`src/trc_pkg.sv`:
```
// ----------------------------------------------------------------------------
// TCP reply classifier package
// Shared types, register indexes, verdict codes and protocol constants.
// ----------------------------------------------------------------------------
package trc_pkg;

   typedef enum logic [2:0] {
      VERDICT_NOT_TCP     = 3'd0,
      VERDICT_TOO_SHORT   = 3'd1,
      VERDICT_OWN_PACKET  = 3'd2,
      VERDICT_UNRELATED   = 3'd3,
      VERDICT_OPEN        = 3'd4,
      VERDICT_CLOSED      = 3'd5,
      VERDICT_OTHER_REPLY = 3'd6
   } verdict_type;

   typedef enum logic [1:0] {
      CSR_LOCAL_ADDR   = 2'd0,
      CSR_TARGET_ADDR  = 2'd1,
      CSR_LOCAL_PORT   = 2'd2,
      CSR_SCANNED_PORT = 2'd3
   } csr_index_type;

   localparam logic [15:0] LocalPortReset   = 16'd12345;
   localparam logic [15:0] ScannedPortReset = 16'd80;

   localparam logic [7:0]  ProtoTcp  = 8'd6;
   localparam logic [7:0]  FlagSyn   = 8'h02;
   localparam logic [7:0]  FlagRst   = 8'h04;
   localparam logic [7:0]  FlagAck   = 8'h10;
   localparam logic [15:0] TcpMinLen = 16'd20;

   // Configuration as seen by the classifier.
   typedef struct packed {
      logic [31:0] local_addr;
      logic [31:0] target_addr;
      logic [15:0] local_port;
      logic [15:0] scanned_port;
   } cfg_type;

   // Header fields kept for one packet; len is the byte count.
   typedef struct packed {
      logic [15:0] len;
      logic [5:0]  header_bytes;
      logic [7:0]  proto;
      logic [31:0] src_addr;
      logic [31:0] dst_addr;
      logic [15:0] source_port;
      logic [15:0] dst_port;
      logic [31:0] seq;
      logic [7:0]  flags;
   } pkt_type;

endpackage

```
`src/trc_csr.sv`:
```
// ----------------------------------------------------------------------------
// TCP reply classifier register file
// APB-style write/read access to the address and port registers.
// ----------------------------------------------------------------------------
module trc_csr (
   input  logic                 clock,
   input  logic                 reset,
   input  logic                 csr_psel,
   input  logic                 csr_penable,
   input  logic                 csr_pwrite,
   input  logic [3:0]           csr_paddr,
   input  logic [31:0]          csr_pwdata,
   output logic [31:0]          csr_prdata,
   output logic                 csr_pready,
   output trc_pkg::cfg_type     cfg
);

   trc_pkg::cfg_type       cfg_ff;
   trc_pkg::cfg_type       cfg_in;
   trc_pkg::csr_index_type index;
   logic                   write_en;

   assign index    = trc_pkg::csr_index_type'(csr_paddr[3:2]);
   assign write_en = csr_psel && csr_penable && csr_pwrite;

   always_comb begin
      cfg_in = cfg_ff;
      if (write_en) begin
         unique case (index)
            trc_pkg::CSR_LOCAL_ADDR:   cfg_in.local_addr   = csr_pwdata;
            trc_pkg::CSR_TARGET_ADDR:  cfg_in.target_addr  = csr_pwdata;
            trc_pkg::CSR_LOCAL_PORT:   cfg_in.local_port   = csr_pwdata[15:0];
            trc_pkg::CSR_SCANNED_PORT: cfg_in.scanned_port = csr_pwdata[15:0];
            default: cfg_in = cfg_ff;
         endcase
      end
   end

   always_comb begin
      unique case (index)
         trc_pkg::CSR_LOCAL_ADDR:   csr_prdata = cfg_ff.local_addr;
         trc_pkg::CSR_TARGET_ADDR:  csr_prdata = cfg_ff.target_addr;
         trc_pkg::CSR_LOCAL_PORT:   csr_prdata = {16'd0, cfg_ff.local_port};
         trc_pkg::CSR_SCANNED_PORT: csr_prdata = {16'd0, cfg_ff.scanned_port};
         default:                   csr_prdata = '0;
      endcase
   end

   always_ff @(posedge clock) begin
      if (reset) begin
         cfg_ff.local_addr   <= '0;
         cfg_ff.target_addr  <= '0;
         cfg_ff.local_port   <= trc_pkg::LocalPortReset;
         cfg_ff.scanned_port <= trc_pkg::ScannedPortReset;
      end else begin
         cfg_ff <= cfg_in;
      end
   end

   assign csr_pready = 1'b1;
   assign cfg        = cfg_ff;

endmodule

```
`src/trc_capture.sv`:
```
// ----------------------------------------------------------------------------
// TCP reply classifier header capture
// Counts packet bytes and picks the IP and TCP header fields out of the stream.
// ----------------------------------------------------------------------------
module trc_capture #(
   parameter int MAX_PACKET = 4096
) (
   input  logic              clock,
   input  logic              reset,
   input  logic              accept,
   input  logic              last_accept,
   input  logic [7:0]        packet_byte,
   output trc_pkg::pkt_type  pkt
);

   localparam logic [15:0] MaxPacket   = 16'(MAX_PACKET);
   localparam logic [15:0] ProtoPos    = 16'd9;
   localparam logic [15:0] SrcAddrPos  = 16'd12;
   localparam logic [15:0] DstAddrPos  = 16'd16;
   localparam logic [15:0] TcpSeqPos   = 16'd4;
   localparam logic [15:0] TcpFlagsPos = 16'd13;

   trc_pkg::pkt_type state_ff;
   trc_pkg::pkt_type state_in;
   trc_pkg::pkt_type nxt;
   logic [15:0]      idx;
   logic [5:0]       hb_eff;
   logic [15:0]      tcp_off;

   // Byte 0 of a 32-bit word lands in the top bits, as on the wire.
   function automatic logic [31:0] put_byte32(input logic [31:0] word,
                                              input logic [1:0]  pos,
                                              input logic [7:0]  b);
      logic [31:0] w;
      w = word;
      unique case (pos)
         2'd0: w[31:24] = b;
         2'd1: w[23:16] = b;
         2'd2: w[15:8]  = b;
         2'd3: w[7:0]   = b;
         default: w = word;
      endcase
      return w;
   endfunction

   assign idx     = state_ff.len;
   // On byte 0 the header length it carries already applies to the TCP offset.
   assign hb_eff  = (idx == 16'd0) ? {packet_byte[3:0], 2'b00} : state_ff.header_bytes;
   assign tcp_off = idx - {10'd0, hb_eff};

   always_comb begin
      nxt = state_ff;
      if (idx < MaxPacket) begin
         if (idx == 16'd0) nxt.header_bytes = hb_eff;
         if (idx == ProtoPos) nxt.proto = packet_byte;
         if (idx >= SrcAddrPos && idx < DstAddrPos)
            nxt.src_addr = put_byte32(state_ff.src_addr, idx[1:0], packet_byte);
         if (idx >= DstAddrPos && idx < DstAddrPos + 16'd4)
            nxt.dst_addr = put_byte32(state_ff.dst_addr, idx[1:0], packet_byte);
         if (idx >= {10'd0, hb_eff}) begin
            if (tcp_off == 16'd0) nxt.source_port[15:8] = packet_byte;
            else if (tcp_off == 16'd1) nxt.source_port[7:0] = packet_byte;
            else if (tcp_off == 16'd2) nxt.dst_port[15:8] = packet_byte;
            else if (tcp_off == 16'd3) nxt.dst_port[7:0] = packet_byte;
            else if (tcp_off >= TcpSeqPos && tcp_off < TcpSeqPos + 16'd4)
               nxt.seq = put_byte32(state_ff.seq, tcp_off[1:0], packet_byte);
            else if (tcp_off == TcpFlagsPos) nxt.flags = packet_byte;
         end
      end
      nxt.len = (idx == 16'hFFFF) ? idx : idx + 16'd1;
   end

   always_comb begin
      pkt = nxt;
      pkt.len = (nxt.len < MaxPacket) ? nxt.len : MaxPacket;
   end

   always_comb begin
      if (last_accept) state_in = '0;
      else if (accept) state_in = nxt;
      else             state_in = state_ff;
   end

   always_ff @(posedge clock) begin
      if (reset) begin
         state_ff <= '0;
      end else begin
         state_ff <= state_in;
      end
   end

endmodule

```
`src/trc_decide.sv`:
```
// ----------------------------------------------------------------------------
// TCP reply classifier verdict stage
// Holds the finished packet's fields, classifies them and drives the result.
// ----------------------------------------------------------------------------
module trc_decide (
   input  logic              clock,
   input  logic              reset,
   input  logic              last_accept,
   input  trc_pkg::pkt_type  pkt,
   input  trc_pkg::cfg_type  cfg,
   output logic              busy,
   output logic              rsp_valid,
   input  logic              rsp_stall,
   output logic [2:0]        rsp_verdict,
   output logic [7:0]        rsp_tcp_flags,
   output logic [31:0]       rsp_reset_ack
);

   logic                 snap_valid_ff;
   logic                 snap_valid_in;
   trc_pkg::pkt_type     snap_ff;
   logic                 rsp_valid_ff;
   logic                 rsp_valid_in;
   logic [2:0]           verdict_ff;
   logic [7:0]           flags_ff;
   logic [31:0]          ack_ff;
   trc_pkg::verdict_type verdict;
   logic [7:0]           flags;
   logic [31:0]          ack;
   logic                 out_free;
   logic                 snap_move;
   logic                 own_pkt;
   logic                 reply;

   assign out_free  = !rsp_valid_ff || !rsp_stall;
   assign snap_move = snap_valid_ff && out_free;
   assign busy      = snap_valid_ff && !out_free;

   assign own_pkt = (snap_ff.src_addr == cfg.local_addr) &&
                    (snap_ff.dst_addr == cfg.target_addr);
   assign reply   = (snap_ff.src_addr == cfg.target_addr) &&
                    (snap_ff.dst_addr == cfg.local_addr) &&
                    (snap_ff.source_port == cfg.scanned_port) &&
                    (snap_ff.dst_port == cfg.local_port);

   always_comb begin
      flags = snap_ff.flags;
      ack   = snap_ff.seq + 32'd1;
      priority if (snap_ff.proto != trc_pkg::ProtoTcp) begin
         verdict = trc_pkg::VERDICT_NOT_TCP;
         flags   = '0;
         ack     = '0;
      end else if (snap_ff.len < {10'd0, snap_ff.header_bytes} + trc_pkg::TcpMinLen) begin
         verdict = trc_pkg::VERDICT_TOO_SHORT;
         flags   = '0;
         ack     = '0;
      end else if (own_pkt) begin
         verdict = trc_pkg::VERDICT_OWN_PACKET;
      end else if (reply) begin
         priority if (((snap_ff.flags & trc_pkg::FlagSyn) != 8'd0) &&
                      ((snap_ff.flags & trc_pkg::FlagAck) != 8'd0))
            verdict = trc_pkg::VERDICT_OPEN;
         else if ((snap_ff.flags & trc_pkg::FlagRst) != 8'd0)
            verdict = trc_pkg::VERDICT_CLOSED;
         else
            verdict = trc_pkg::VERDICT_OTHER_REPLY;
      end else begin
         verdict = trc_pkg::VERDICT_UNRELATED;
      end
   end

   always_comb begin
      if (last_accept)    snap_valid_in = 1'b1;
      else if (snap_move) snap_valid_in = 1'b0;
      else                snap_valid_in = snap_valid_ff;

      if (snap_move)      rsp_valid_in = 1'b1;
      else if (out_free)  rsp_valid_in = 1'b0;
      else                rsp_valid_in = rsp_valid_ff;
   end

   always_ff @(posedge clock) begin
      if (reset) begin
         snap_valid_ff <= 1'b0;
         rsp_valid_ff  <= 1'b0;
      end else begin
         snap_valid_ff <= snap_valid_in;
         rsp_valid_ff  <= rsp_valid_in;
      end
   end

   always_ff @(posedge clock) begin
      if (last_accept) snap_ff <= pkt;
      if (snap_move) begin
         verdict_ff <= verdict;
         flags_ff   <= flags;
         ack_ff     <= ack;
      end
   end

   assign rsp_valid     = rsp_valid_ff;
   assign rsp_verdict   = verdict_ff;
   assign rsp_tcp_flags = flags_ff;
   assign rsp_reset_ack = ack_ff;

endmodule

```
`src/tcp_reply_classifier_core.sv`:
```
// Throughput: one packet byte per cycle while req_stall is low, including back-to-back packets.
// The edge that transfers the last byte loads the packet register, and the result register
// loads from it once the result output is not stalled; the result outputs are registered.
// The input stalls only while a finished packet waits behind a stalled result.
// Reset is synchronous: it clears the byte count, kept fields and valid flags, and sets
// the registers to their defaults (addresses zero, local port 12345, scanned port 80).
// ----------------------------------------------------------------------------
// TCP reply classifier core
// Classifies a received IPv4 packet as a reply to a SYN probe or other traffic.
// ----------------------------------------------------------------------------
module tcp_reply_classifier_core #(
   parameter int MAX_PACKET = 4096
) (
   input  logic        clock,
   input  logic        reset,
   input  logic        req_valid,
   output logic        req_stall,
   input  logic [7:0]  req_packet_byte,
   input  logic        req_last_byte,
   output logic        rsp_valid,
   input  logic        rsp_stall,
   output logic [2:0]  rsp_verdict,
   output logic [7:0]  rsp_tcp_flags,
   output logic [31:0] rsp_reset_ack,
   input  logic        csr_psel,
   input  logic        csr_penable,
   input  logic        csr_pwrite,
   input  logic [3:0]  csr_paddr,
   input  logic [31:0] csr_pwdata,
   output logic [31:0] csr_prdata,
   output logic        csr_pready
);

   trc_pkg::cfg_type cfg;
   trc_pkg::pkt_type pkt;
   logic             accept;
   logic             last_accept;
   logic             busy;

   assign req_stall   = busy;
   assign accept      = req_valid && !busy;
   assign last_accept = accept && req_last_byte;

   trc_csr u_csr (
      .clock       (clock),
      .reset       (reset),
      .csr_psel    (csr_psel),
      .csr_penable (csr_penable),
      .csr_pwrite  (csr_pwrite),
      .csr_paddr   (csr_paddr),
      .csr_pwdata  (csr_pwdata),
      .csr_prdata  (csr_prdata),
      .csr_pready  (csr_pready),
      .cfg         (cfg)
   );

   trc_capture #(
      .MAX_PACKET (MAX_PACKET)
   ) u_capture (
      .clock       (clock),
      .reset       (reset),
      .accept      (accept),
      .last_accept (last_accept),
      .packet_byte (req_packet_byte),
      .pkt         (pkt)
   );

   trc_decide u_decide (
      .clock         (clock),
      .reset         (reset),
      .last_accept   (last_accept),
      .pkt           (pkt),
      .cfg           (cfg),
      .busy          (busy),
      .rsp_valid     (rsp_valid),
      .rsp_stall     (rsp_stall),
      .rsp_verdict   (rsp_verdict),
      .rsp_tcp_flags (rsp_tcp_flags),
      .rsp_reset_ack (rsp_reset_ack)
   );

endmodule

```
`config.mk`:
```
export PLATFORM = sky130hd
export DESIGN_NAME = tcp_reply_classifier_core
export DESIGN_NICKNAME = d
export VERILOG_FILES = /design/src/trc_pkg.sv /design/src/trc_csr.sv /design/src/trc_capture.sv /design/src/trc_decide.sv /design/src/tcp_reply_classifier_core.sv
export SDC_FILE = /design/constraint.sdc
export NUM_CORES = 1
export LEC_CHECK = 0
export BUFFER_PORTS_ARGS = -buffer_cell sky130_fd_sc_hd__buf_4
export CORE_UTILIZATION = 50
export DETAILED_ROUTE_END_ITERATION = 7
export PLACE_DENSITY = 0.67
export SLEW_MARGIN = 5
export SYNTH_ARGS = -nofsm -noshare
export SYNTH_HDL_FRONTEND = slang
export SYNTH_HIERARCHICAL = 1
export SYNTH_SLANG_ARGS = --single-unit
```
`constraint.sdc`:
```
create_clock -name clock -period 7.69 [get_ports clock]
set_input_delay 1.538 -clock clock [delete_from_list [all_inputs] [get_ports clock]]
set_output_delay 1.538 -clock clock [all_outputs]
set_load 0.1 [all_outputs]
```
# Yosys cells after proc, flatten, opt, wreduce, memory -nomap -nowiden

Cells that the tools add are included.

Flip-flop bits (word level): 473
Input port bits: 52
Output and inout bits: 78
Word-level logic and storage cells: 140

Add/sub/neg operators: 4
$lt $le $gt $ge: 10
Equal/unequal tests: 22
Mux-type cells: 41
Bitwise logic cells: 1
Reduce and logical (&&, ||, !) cells: 33

Operators with widths:

| kind                                                                | number |
|---|---|
| 2-to-1 mux 8 bit                                                    | 19 |
| 2-to-1 mux 150 bit                                                  | 1 |
| == test 32 bit                                                      | 4 |
| one-hot mux 32 bit (4 select lines)                                 | 1 |
| 2-to-1 mux 32 bit                                                   | 3 |
| 2-to-1 mux 72 bit                                                   | 1 |
| 2-to-1 mux 64 bit                                                   | 1 |
| 2-to-1 mux 56 bit                                                   | 1 |
| 2-to-1 mux 48 bit                                                   | 1 |
| 2-to-1 mux 40 bit                                                   | 1 |
| adder 32 x 1 -> 32 bit (second input constant)                      | 1 |
| == test 16 bit                                                      | 2 |
| == test 16 x 2 -> 1 bit (second input constant)                     | 2 |
| == test 16 x 4 -> 1 bit (second input constant)                     | 2 |
| logical NOT 16 bit                                                  | 2 |
| < comparator 16 x 13 -> 1 bit (second input constant)               | 2 |
| < comparator 16 x 5 -> 1 bit (second input constant)                | 2 |
| adder 16 x 1 -> 16 bit (second input constant)                      | 1 |
| == test 16 x 1 -> 1 bit (second input constant)                     | 1 |
| == test 16 bit (second input constant)                              | 1 |
| greater-or-equal comparator 16 x 3 -> 1 bit (second input constant) | 1 |
| greater-or-equal comparator 16 x 4 -> 1 bit (second input constant) | 1 |
| greater-or-equal comparator 16 x 5 -> 1 bit (second input constant) | 1 |
| greater-or-equal comparator 16 x 6 -> 1 bit                         | 1 |
| 20 further kinds                                                    | 58 |

# Logic depth before layout (Yosys ltp)

Word-level depth: 12
Depth in mapped cells: 19
Mapped depth without buffers: 14

# Modules after synthesis

The synthesis kept the hierarchy.

By module, submodules not included:

| module                    | times used | cells each | area each (um^2) | sequential area each (um^2) |
|---|---|---|---|---|
| trc_capture               | 1          | 1149       | 10341.2          | 3323.2 |
| trc_decide                | 1          | 605        | 9153.8           | 6316.1 |
| trc_csr                   | 1          | 432        | 4529.3           | 1921.8 |
| tcp_reply_classifier_core | 1          | 2          | 15.0             | 0.0 |

# Worst setup path after synthesis

Ideal clock, no wire load.

Path type: input-to-reg
Start point: input rsp_stall
End point: register u_capture.state_ff, in the netlist u_capture/idx[12]
Setup time: 0.132 ns
Arrival time: 7.269 ns
Data required time: 7.558 ns
Path slack: 0.290 ns
Cell stages on the path: 6
Buffers on the path: 2
Path through: and3_1 -> and3b_1 -> or2_2 -> buf_1 -> clkbuf_1 -> nor3_1

Cells in the longest elaborated chain, start to end: 8

RTL lines:

| item                         | RTL line                        | RTL |
|---|---|---|
| start: declaration           | tcp_reply_classifier_core.sv:21 | `input logic rsp_stall,` |
| logical NOT 1 bit            | trc_decide.sv:35                | `assign out_free = !rsp_valid_ff \|\| !rsp_stall;` |
| logical OR 1 bit             | trc_decide.sv:35                |  |
| logical NOT 1 bit            | trc_decide.sv:37                | `assign busy = snap_valid_ff && !out_free;` |
| logical AND 1 bit            | trc_decide.sv:37                |  |
| logical NOT 1 bit            | tcp_reply_classifier_core.sv:41 | `assign accept = req_valid && !busy;` |
| logical AND 1 bit            | tcp_reply_classifier_core.sv:41 |  |
| logical AND 1 bit            | tcp_reply_classifier_core.sv:42 | `assign last_accept = accept && req_last_byte;` |
| via last_accept              | tcp_reply_classifier_core.sv:37 | `logic last_accept;` |
| OR reduction 2 bit (no line) | --                              |  |
| end signal: assignment       | trc_capture.sv:88               | `state_ff <= state_in;` |
| end: declaration             | trc_capture.sv:23               | `trc_pkg::pkt_type state_ff;` |

The timed path passes the listed nets, and every way through them passes these cells.
A chain may end at the register's enable or synchronous reset.

==> summary.txt <==
Routing
  – Final ANT Viol Nets: 0
  – Pre-Repair DR Iteration Count: 5
  – DRT Wirelength: 60.3 mm
  – Iter 0 DRT Violations: 1237
  – DRC Markers: 0
  – Vias per cell: 5.62
  – DR vias: 15447
  – Avg WL per Cell: 21.9 um

Clocking
  – H-tree depth: 2
  – # resized after CTS: 0
  – Setup repair bufs after CTS: 0
  – CTS clock-pin slew for the worst setup and hold paths: 60 ps
  – Root buffer selected by CTS: clkbuf_16
  – CTS tree: yes
  – CTS sink cnt: 473
  – Clock Latency Late Sink: 600 ps
  – CTS max path bufs: 3
  – CTS Hold Bufs: 0
  – Total CTS buffers: 50

Global routing
  – Largest net degree at the start of global routing: 91
  – Vias in the first global route: 15195
  – GR Overflow Total: 0
  – All-Layer GR Usage: 0.244
  – Antenna violations before repair: 0
  – Wire length of the first global-routing pass: 91.8 mm

Critical path
  – CP startpoint kind: register
  – Worst r2r path cells: 12
  – Setup crit start: u_capture/idx[6]$_SDFFE_PP0P_
  – Top delay family on crit path: simple AND/OR/NAND/NOR gates
  – Flop2flop setup slack: 1790 ps
  – Critical Path, Cell by Cell: or3_1 > nor4_1 > nor2b_1 > and3_1 > nor2b_1 > ha_1 > fa_1 > xnor2_2 > or2b_1 > or4_1 > nor3_2 > mux2_2
  – Cell count along the critical path: 12
  – WP buf/inv: 0
  – Worst Setup EP: u_decide/snap_ff[39]$_DFFE_PP_
  – Critical-path top delay cell: nor3_2
  – Critical Path RT: 8040 ps
  – Crit path max fanout: 13
  – Worst reg2reg path startpoint: u_capture/idx[6]$_SDFFE_PP0P_
  – Slowest stage delay, CP: 710 ps
  – CP Class: reg -> reg
  – Crit path DAT: 6250 ps
  – RR Endpoint: u_decide/snap_ff[39]$_DFFE_PP_
  – Most used cell along the critical path: nor2b_1
  – Worst setup EP type: register

Run
  – Max-cap check violation count: 0

STA
  – Fin crit share: 0.767
  – Setup repair after global routing missed its margin: false
  – Fin crit period: 5900 ps
  – Tightest Pin Transition: 1260 ps
  – Slew headroom: 0.158
  – Final setup fails: 0
  – Fin. Hold Viols: 0
  – Fmax: 169 MHz
  – Max-slew violation count: 0
  – Setup_tns: 0 ps
  – Hold WS: 452 ps
  – Clock Skew: 19.4 ps

Placed design
  – RePlAce Congestion: 0.984
  – Post-DP HPWL: 41.5 mm
  – Buffers on Ports: 126
  – Placement Cell Area: 24100 um2

Die
  – Ports: 130
  – Core footprint: 47000 um2
  – # rows: 79
  – Die Y: 221 um
  – Die width: 221 um
  – Die area: 49000 um2
  – Initial Util: 0.512

Logic synthesis
  – Yosys cell types: 67
  – Synth Area in XOR/XNOR: 0.0779
  – Synth Register Bits: 473
  – Mapped Cells: 2188
  – Simple-gate share of the synthesized area: 0.153
  – Synth Warn #: 6
  – Sequential-to-total area share from yosys stat: 0.481
  – Syn Area/Cell: 11.0 um2
  – Async set-reset flop share out of synthesis: 0
  – Mapped Area: 24000 um2
  – Ys flop type: dfxtp_1
  – Main combinational cell family by area after synthesis: multiplexers
  – Adder-Cell Fraction of Synth Area: 0.0102
  – Post-synthesis mux area share: 0.175
  – Number of flops mapped to enable cells by yosys: 209
  – Compound-cell area share of the yosys netlist: 0.0260

Pwr
  – Switching power share of the total: 0.241
  – Gate power share: 0.070
  – Peak VDD IR: 0.135 mV
  – Pwr/cell area: 210 nW/um2
  – Int Pwr: 4100 uW
  – Sequential Power Share: 0.500
  – Clk network pwr share: 0.429
  – Switching power: 1300 uW
  – Lkg Pwr: 0.00974 uW

Final layout
  – Most common cell after layout, fill and taps aside: dfxtp_1
  – Layout cell share with drive strength beyond 1: 0.190
  – Fin area: 25700 um2
  – Most frequent cells in the layout: 264 x dfxtp_1, 218 x mux2i_1, 209 x edfxtp_1, 182 x xnor2_1, 158 x nor2_1
  – Layout Nets: 2170
  – ANT cells: 0
  – Area Growth Syn to Fin: 6.85%
  – Fin util: 0.547

Worst hold path
  – Hold Path Depth: 2
  – Worst Hold Class: reg -> reg

Status
  – Status: finished, final reports clean
-- metrics by stage --
stage,worst slack (ps),total power (uW),cells
6_report,1790,5410,2748
5_1_grt,1460,5570,2748
4_1_cts,1790,5450,2748
3_5_place_dp,1760,3140,2654
3_3_place_gp,1910,3130,2654
2_1_floorplan,290,3020,2190
-- routing by layer --
layer | global-route usage | share of wire | up-vias | wire length (um)
met3 | 0.0356 | 0.049 | 104 | 2950
met5 | 0 | 0 | - | 0
met4 | 0.0765 | 0.028 | 0 | 1670
met2 | 0.386 | 0.46 | 414 | 27700
li1 | - | - | 7275 | -
met1 | 0.345 | 0.46 | 7654 | 28000
-- registers in the layout, summed over array words and instances, names as in the netlist --
signal                  count
u_decide/snap_ff          166
u_csr/cfg                  96
u_decide/snap_valid_ff      1
u_decide/rsp_verdict        3
u_decide/rsp_tcp_flags      8
u_capture/state_ff        150
u_decide/rsp_valid          1
u_decide/rsp_reset_ack     32
u_capture/idx              16
-- Yosys cell counts (3+ instances only) --
master	count	area [um2]
a211oi_1	3	22.5
a21oi_1	57	285
a31oi_1	3	18.8
and2_1	6	37.5
and3_1	12	75.1
and3_2	3	22.5
and4_1	6	52.6
buf_1	10	37.5
buf_2	17	85.1
buf_4	160	1200
buf_6	10	113
clkbuf_1	81	304
dfxtp_1	264	5290
edfxtp_1	209	6280
ha_1	18	225
inv_1	27	101
mux2_2	134	1510
mux2_4	11	165
mux2i_1	218	2180
mux4_2	16	360
nand2_1	153	574
nand2b_1	116	726
nand3_1	69	345
nand4_1	57	357
nor2_1	159	597
nor2b_1	16	100
nor3_1	17	85.1
nor3_4	6	97.6
nor3b_1	4	30.0
nor4_1	16	100
nor4_4	7	149
o21ai_0	33	165
or2_2	6	37.5
or3_1	10	62.6
or4_1	5	37.5
xnor2_1	182	1590
xor2_1	30	263
-- worst min-delay path: stages (launching register included) --
cell	delay (ps)
dfxtp_1	300
nand2_1	50
a21oi_1	50
-- logic make-up (layout without fill, tap and decap cells) --
logic type      after synthesis  after routing
xor+xnor                    213            213
fa+ha+maj                    19             19
simple gates                685            685
flops                       473            473
mux                         379            379
buf+inv                     306            257
compound gates              111            111
other cells                   2              4
-- how the worst min path moves through the flow --
stage / start / to
after floorplan: u_capture/state_ff[16]$_SDFFE_PP0P_ / u_capture/state_ff[16]$_SDFFE_PP0P_
after global placement: u_capture/state_ff[113]$_SDFFE_PP0P_ / u_capture/state_ff[113]$_SDFFE_PP0P_
after detailed placement: u_capture/state_ff[128]$_SDFFE_PP0P_ / u_capture/state_ff[128]$_SDFFE_PP0P_
after CTS: u_capture/state_ff[128]$_SDFFE_PP0P_ / u_capture/state_ff[128]$_SDFFE_PP0P_
after global routing: u_capture/state_ff[129]$_SDFFE_PP0P_ / u_capture/state_ff[129]$_SDFFE_PP0P_
final: u_capture/state_ff[128]$_SDFFE_PP0P_ / u_capture/state_ff[128]$_SDFFE_PP0P_
-- power groups by stage --
stage | sequential [uW] | clock [uW] | combinational [uW]
after CTS | 2700 | 2360 | 382
after floorplan | 2790 | 0 | 234
after global routing | 2710 | 2460 | 405
after detailed placement | 2760 | 0 | 380
after global placement | 2760 | 0 | 376
final | 2700 | 2320 | 381
-- layout make-up --
cell class | count | area (um2)
inverters | 28 | 105
clock buffers | 80 | 1460
well taps | 607 | 759
repair buffers | 135 | 1010
clock inverters | 14 | 111
fillers | 4014 | 21300
multi-input cells | 1411 | 10700
flip-flops and latches | 473 | 11600
(Power assumes the default switching activity.)
